## src/sv/premul_color_matrix_filter_unit_macros.svh

```systemverilog
// assertion macros shared by the color matrix filter rtl
`ifndef PREMUL_COLOR_MATRIX_FILTER_UNIT_MACROS_SVH
`define PREMUL_COLOR_MATRIX_FILTER_UNIT_MACROS_SVH

`ifndef NO_ASSERTIONS

// same-cycle implication, checked outside reset
`define PCMF_ASSERT_IMP(lbl, clk, rstn, ante, cons, msg) \
    lbl: assert property (@(posedge clk) disable iff (!(rstn)) (ante) |-> (cons)) \
        else $error(msg);

// next-cycle implication, checked outside reset
`define PCMF_ASSERT_NXT(lbl, clk, rstn, ante, cons, msg) \
    lbl: assert property (@(posedge clk) disable iff (!(rstn)) (ante) |=> (cons)) \
        else $error(msg);

`else

`define PCMF_ASSERT_IMP(lbl, clk, rstn, ante, cons, msg)
`define PCMF_ASSERT_NXT(lbl, clk, rstn, ante, cons, msg)

`endif

`endif

```

## src/sv/pcmf_pkg.sv

```systemverilog
// shared types and constants for the color matrix filter
`default_nettype none

package pcmf_pkg;

    localparam int CH_W      = 13;
    localparam int COEF_W    = 16;
    localparam int ROW_W     = 64;
    localparam int TAPS      = 4;
    localparam int PROD_W    = 30;
    localparam int PAIR_W    = 31;
    localparam int SUM_W     = 32;
    localparam int CFG_IDX_W = 2;

    typedef logic [CH_W-1:0]   ch_t;
    typedef logic [ROW_W-1:0]  row_t;

    // register indexes of the configuration port
    typedef enum logic [CFG_IDX_W-1:0] {
        CFG_RED_ROW     = 2'd0,
        CFG_GREEN_ROW   = 2'd1,
        CFG_BLUE_ROW    = 2'd2,
        CFG_ALPHA_SCALE = 2'd3
    } cfg_idx_t;

    // register reset values
    localparam row_t              RED_ROW_RST     = 64'h0000_0000_0000_1000;
    localparam row_t              GREEN_ROW_RST   = 64'h0000_0000_1000_0000;
    localparam row_t              BLUE_ROW_RST    = 64'h0000_1000_0000_0000;
    localparam logic [COEF_W-1:0] ALPHA_SCALE_RST = 16'h1000;

    // per-stage load strobes for the row datapath
    typedef struct packed {
        logic ld1;
        logic ld2;
        logic ld3;
    } pcmf_stage_en_t;

endpackage

`default_nettype wire

```

## src/sv/pcmf_dot.sv

```systemverilog
// three-stage dot product of one matrix row with a pixel, rounded and floored at zero
`default_nettype none

module pcmf_dot #(
    parameter int FRAC_BITS = 12,
    localparam int Q_W = 31 - FRAC_BITS
) (
    input  wire logic                     aclk,
    input  wire pcmf_pkg::pcmf_stage_en_t en,
    input  wire pcmf_pkg::row_t           row,
    input  wire pcmf_pkg::ch_t            red,
    input  wire pcmf_pkg::ch_t            green,
    input  wire pcmf_pkg::ch_t            blue,
    input  wire pcmf_pkg::ch_t            alpha,
    output logic [Q_W-1:0]                q
);

    localparam logic [pcmf_pkg::SUM_W-1:0] HALF = pcmf_pkg::SUM_W'(1) << (FRAC_BITS - 1);

    pcmf_pkg::ch_t                        chan [pcmf_pkg::TAPS];
    logic signed [pcmf_pkg::PROD_W-1:0]   prod_reg [pcmf_pkg::TAPS];
    logic signed [pcmf_pkg::PAIR_W-1:0]   pair_reg [2];
    logic signed [pcmf_pkg::SUM_W-1:0]    sum;
    logic [pcmf_pkg::SUM_W-1:0]           rnd;
    logic [Q_W-1:0]                       q_reg;

    assign chan[0] = red;
    assign chan[1] = green;
    assign chan[2] = blue;
    assign chan[3] = alpha;

    // stage 1: four coefficient products
    always_ff @(posedge aclk) begin
        if (en.ld1) begin
            for (int k = 0; k < pcmf_pkg::TAPS; k++) begin
                prod_reg[k] <= $signed(row[pcmf_pkg::COEF_W*k +: pcmf_pkg::COEF_W])
                             * $signed({1'b0, chan[k]});
            end
        end
    end

    // stage 2: pair sums
    always_ff @(posedge aclk) begin
        if (en.ld2) begin
            pair_reg[0] <= pcmf_pkg::PAIR_W'(prod_reg[0]) + pcmf_pkg::PAIR_W'(prod_reg[1]);
            pair_reg[1] <= pcmf_pkg::PAIR_W'(prod_reg[2]) + pcmf_pkg::PAIR_W'(prod_reg[3]);
        end
    end

    // stage 3: final sum, round half up, floor at zero
    assign sum = pcmf_pkg::SUM_W'(pair_reg[0]) + pcmf_pkg::SUM_W'(pair_reg[1]);
    assign rnd = unsigned'(sum) + HALF;

    always_ff @(posedge aclk) begin
        if (en.ld3) begin
            q_reg <= sum[pcmf_pkg::SUM_W-1] ? '0 : rnd[pcmf_pkg::SUM_W-2:FRAC_BITS];
        end
    end

    assign q = q_reg;

endmodule

`default_nettype wire

```

## config.mk

```make
export PLATFORM = sky130hd
export DESIGN_NAME = pcmf_dot
export DESIGN_NICKNAME = d
export VERILOG_FILES = /design/src/sv/premul_color_matrix_filter_unit_macros.svh /design/src/sv/pcmf_pkg.sv /design/src/sv/pcmf_dot.sv
export SDC_FILE = /design/constraint.sdc
export NUM_CORES = 2
export LEC_CHECK = 0
export ABC_CLOCK_PERIOD_IN_PS = 9200
export BUFFER_PORTS_ARGS = -buffer_cell sky130_fd_sc_hd__buf_4
export CAP_MARGIN = 20
export CORE_MARGIN = 10
export CORE_UTILIZATION = 55
export DETAILED_ROUTE_END_ITERATION = 12
export GPL_TIMING_DRIVEN = 0
export PLACE_DENSITY = 0.74
export SETUP_SLACK_MARGIN = 0.5
export SLEW_MARGIN = 0
export SYNTH_ARGS = -nofsm -noshare
export SYNTH_HDL_FRONTEND = slang
export SYNTH_SLANG_ARGS = --single-unit
```

## constraint.sdc

```tcl
create_clock -name aclk -period 9.2 [get_ports aclk]
set_input_delay 0.92 -clock aclk [delete_from_list [all_inputs] [get_ports aclk]]
set_output_delay 0.92 -clock aclk [all_outputs]
set_load 0.01 [all_outputs]
```

== After elaboration in Yosys (flattened, before gate mapping) ==
Memory sizes are Yosys's and may differ from the RTL's.
Cells that the tools add are included.

* RAM bits: 182
* Register bits: 19
* Memories: 2
* Output and inout port bits: 19
* Bits of input ports: 120

{| class="wikitable"
|+ Memories
! memory !! words !! width !! rd ports !! clocked after memory_dff !! wr ports !! line !! text
|-
| prod_reg || 4 || 30 || 4 || 0 || 4 || pcmf_dot.sv:21 || <nowiki>logic signed [pcmf_pkg::PROD_W-1:0] prod_reg [pcmf_pkg::TAPS];</nowiki>
|-
| pair_reg || 2 || 31 || 2 || 0 || 2 || pcmf_dot.sv:22 || <nowiki>logic signed [pcmf_pkg::PAIR_W-1:0] pair_reg [2];</nowiki>
|}

* Muxes and demuxes: 4
* Multipliers: 4
* $add $sub $neg: 4

{| class="wikitable"
|+ Operators by type and width
! cell !! number
|-
| 16-bit by 14-bit multiplier with 30-bit output || 4
|-
| 30-bit by 30-bit adder with 31-bit output || 2
|-
| 31-bit by 31-bit adder with 32-bit output || 1
|-
| 31-bit by 12-bit adder with 31-bit output (second input constant) || 1
|-
| 1-bit two-way mux || 4
|}

== Depth between registers and ports, before layout ==
* Depth in word-level cells: 2
* Gate-level depth with buffers: 26

== Worst setup path before layout ==
No wires, ideal clock.

* Path kind: input-to-reg
* From: input port row[21]
* To: memory prod_reg[1][28] in the netlist's numbering (data pin)
* Path buffers: 1
* Cell stages on the path: 26
* Data arrival time: 6.872 ns
* Setup slack: 2.071 ns
* Cells stage by stage: clkbuf_1 and2_1 fa_1 inv_1 fa_1 inv_1 fa_1 inv_1 fa_1 inv_1 fa_1 inv_1 fa_1 inv_1 ha_1 a21o_1 a21o_1 o2bb2ai_1 a31o_1 o41ai_4 a21oi_2 a31o_1 or4_1 a31o_1 a21oi_2 xnor2_1

{| class="wikitable"
|+ RTL lines
! item !! line !! text
|-
| from (decl) || pcmf_dot.sv:10 || <nowiki>input wire pcmf_pkg::row_t row,</nowiki>
|-
| to (decl) || pcmf_dot.sv:21 ||
|}

==> reports/results.ini <==
[clock_network]
post_cts_resized = 0
max-clock-path-buffers = 3
cts_inserted_buffers = 22
clk_pin_slew_worst_paths_ns = 0.06
cts_sinks = 201
tritoncts = built
ctsHoldBuffers = 0
h-tree-depth = 1
cts_root_buffer = clkbuf_16
cts_setup_buffers = 0
clk_latency_ns = 0.52

[place]
dp_hpwl_um = 83200
gp_congestion = 0.935
portBuffers = 138

[finish]
area_growth_pct = 7.35
seq_area_sq_um = 6040
drive_above_1_share_pct = 4.56
largest_reg_flops = 120
multiInputGateArea_sq_um = 32000
n_antenna_cell = 0
fill_cells = 6524
final_nets = 5884

[drt]
vias_per_cell = 5.23
route.detailed.drc = 0
drt_first_iter_violations = 1804
postRouteAntennaNets = 0
drt-total-wl_um = 97100
vias = 29300
drt-pass1-iter-count = 5
avgRoutedWirePerCell_um = 17.3

[synth]
netlist_instances = 4404
synth_ff_type = edfxtp_1
synth_nets = 5721
syn_area_per_cell_sq_um = 9.62
yosysSeqAreaShare_pct = 14.3
syn-cell-area_sq_um = 42300
yosysTopAreaCell = fa_1
yosys-top-cells-area = fa_1, edfxtp_1, ha_1, inv_1, and2_1
yosys_warnings = 0
synth_seq_cells = 201
synthDistinctLibCells = 77
synth_top_cell_area_share_pct = 38.3
synth_edf_count = 201
ys_async_sr_fraction_pct = 0

[timing]
fin_crit_sh_pct = 80.7
finalClockSkew_ns = 0.0106
worstMarginPinSlew_ns = 0.829
finalSetupTns_ns = 0
max_freq_mhz = 135
drv_slew = 0
rsz0062_at_grt = false
min_period_ns = 7.42
max-slew-margin-rel_pct = 44.6
hold_viol_final = 0
setup_violations = 0

[worst_setup_path]
crit_arrival_ns = 7.69
cp_max_fo = 10
required_ns = 9.47
cp-start-kind = input port
slowest_stage = fa_1
max_stage_delay_ns = 0.53
end_kind = register
worstSetupPathType = input port to register

[floorplan]
io_pins = 139
rows = 101
start_util_pct = 55.7
die_h_um = 297
die-area_sq_um = 88500
core_area_sq_um = 76100
die_width_um = 297

[global_routing]
grt_pass1_wl_um = 163000
overflow = 0
grt_max_degree = 78
antenna_found_initial = 0
grt_pass1_vias = 31100
grt_util_all_layers_pct = 22.5

[job]
cap_violations = 0

[outcome]
status = completed

[worst_hold_path]
hold_class = register to register

[metrics by stage]
step	setup WS [ns]	utilization [%]	area, sq um	cells	hold slack, ns
after detailed placement	1.32	58.8	44700	5573	0.536
final	1.78	59.8	45500	5612	0.544
after CTS	1.83	59.8	45500	5612	0.552
after global placement	1.32	58.7	44700	5572	0.525
after global routing	1.55	59.8	45500	5612	0.589
after floorplan	2.07	-	42300	4404	0.513
[worst paths after layout]
path | from | end | slack (ns) | cells after the start
setup reg to reg | prod_reg[1][0] | pair_reg[0][28] | 5.31 | 14
hold reg to reg | prod_reg[0][0] | pair_reg[0][0] | 0.54 | 1
hold / removal | prod_reg[0][0] | pair_reg[0][0] | 0.54 | 1
setup / recovery | green[4] | prod_reg[1][28] | 1.78 | 27
[metal layers]
metal | routed length (um) | track usage [%]
met1 | 45700 | 32.7
met2 | 43200 | 35.3
met3 | 5450 | 2.57
met4 | 2830 | 6.41
met5 | 0 | 0
[critical path, delay by kind of cell]
kind,cells,cell delay [ns]
fa+ha+maj,7,3.30
compound gates,9,1.90
buf+inv,8,0.80
simple gates,2,0.70
xor+xnor,1,0.08
[kinds of logic after synthesis]
| kind of cell | after synthesis | synth area share, % |
|---|---|---|
| and+or+nand+nor | 1195 | 14.2 |
| AOI/OAI and AO/OA | 432 | 6.88 |
| adders and majority gates | 1197 | 49.7 |
| DFF | 201 | 14.3 |
| buffers and inverters | 1156 | 10.3 |
| xor gates and xnor gates | 219 | 4.56 |
| muxes | 4 | 0.0946 |
[Yosys cell counts (23+ instances only)]
| cell | number |
|---|---|
| a21o_1 | 82 |
| a21oi_1 | 135 |
| and2_1 | 434 |
| clkbuf_1 | 125 |
| edfxtp_1 | 201 |
| fa_1 | 810 |
| ha_1 | 387 |
| inv_1 | 1030 |
| nand2_1 | 471 |
| nand2b_1 | 24 |
| nand3_1 | 30 |
| nor2_1 | 97 |
| nor3_1 | 33 |
| o21ai_0 | 53 |
| or3_1 | 23 |
| xnor2_1 | 170 |
| xor2_1 | 47 |
[area by class of cell]
cell class / count / share of cell area, %
Buffer: 126 / 1.05
Clock buffer: 23 / 1.27
Clock inverter: 16 / 0.396
Inverter: 1030 / 8.50
Multi-Input combinational cell: 3047 / 70.3
Sequential cell: 201 / 13.3
Tap cell: 1030 / 2.83
Timing Repair Buffer: 139 / 2.35
[layout by cell type, fill, tap and decap left out, types with 23 or more instances in the layout]
master     instances
inv_1           1030
fa_1             810
nand2_1          471
and2_1           434
ha_1             387
edfxtp_1         201
xnor2_1          170
buf_4            138
a21oi_1          135
clkbuf_1         125
nor2_1            97
a21o_1            82
o21ai_0           53
xor2_1            47
nor3_1            33
nand3_1           30
nand2b_1          24
or3_1             23
clkbuf_16         23
Power is left out: the tool's default activity adds up to more than one toggle a clock period on the data nets, which glitch-free logic cannot reach.
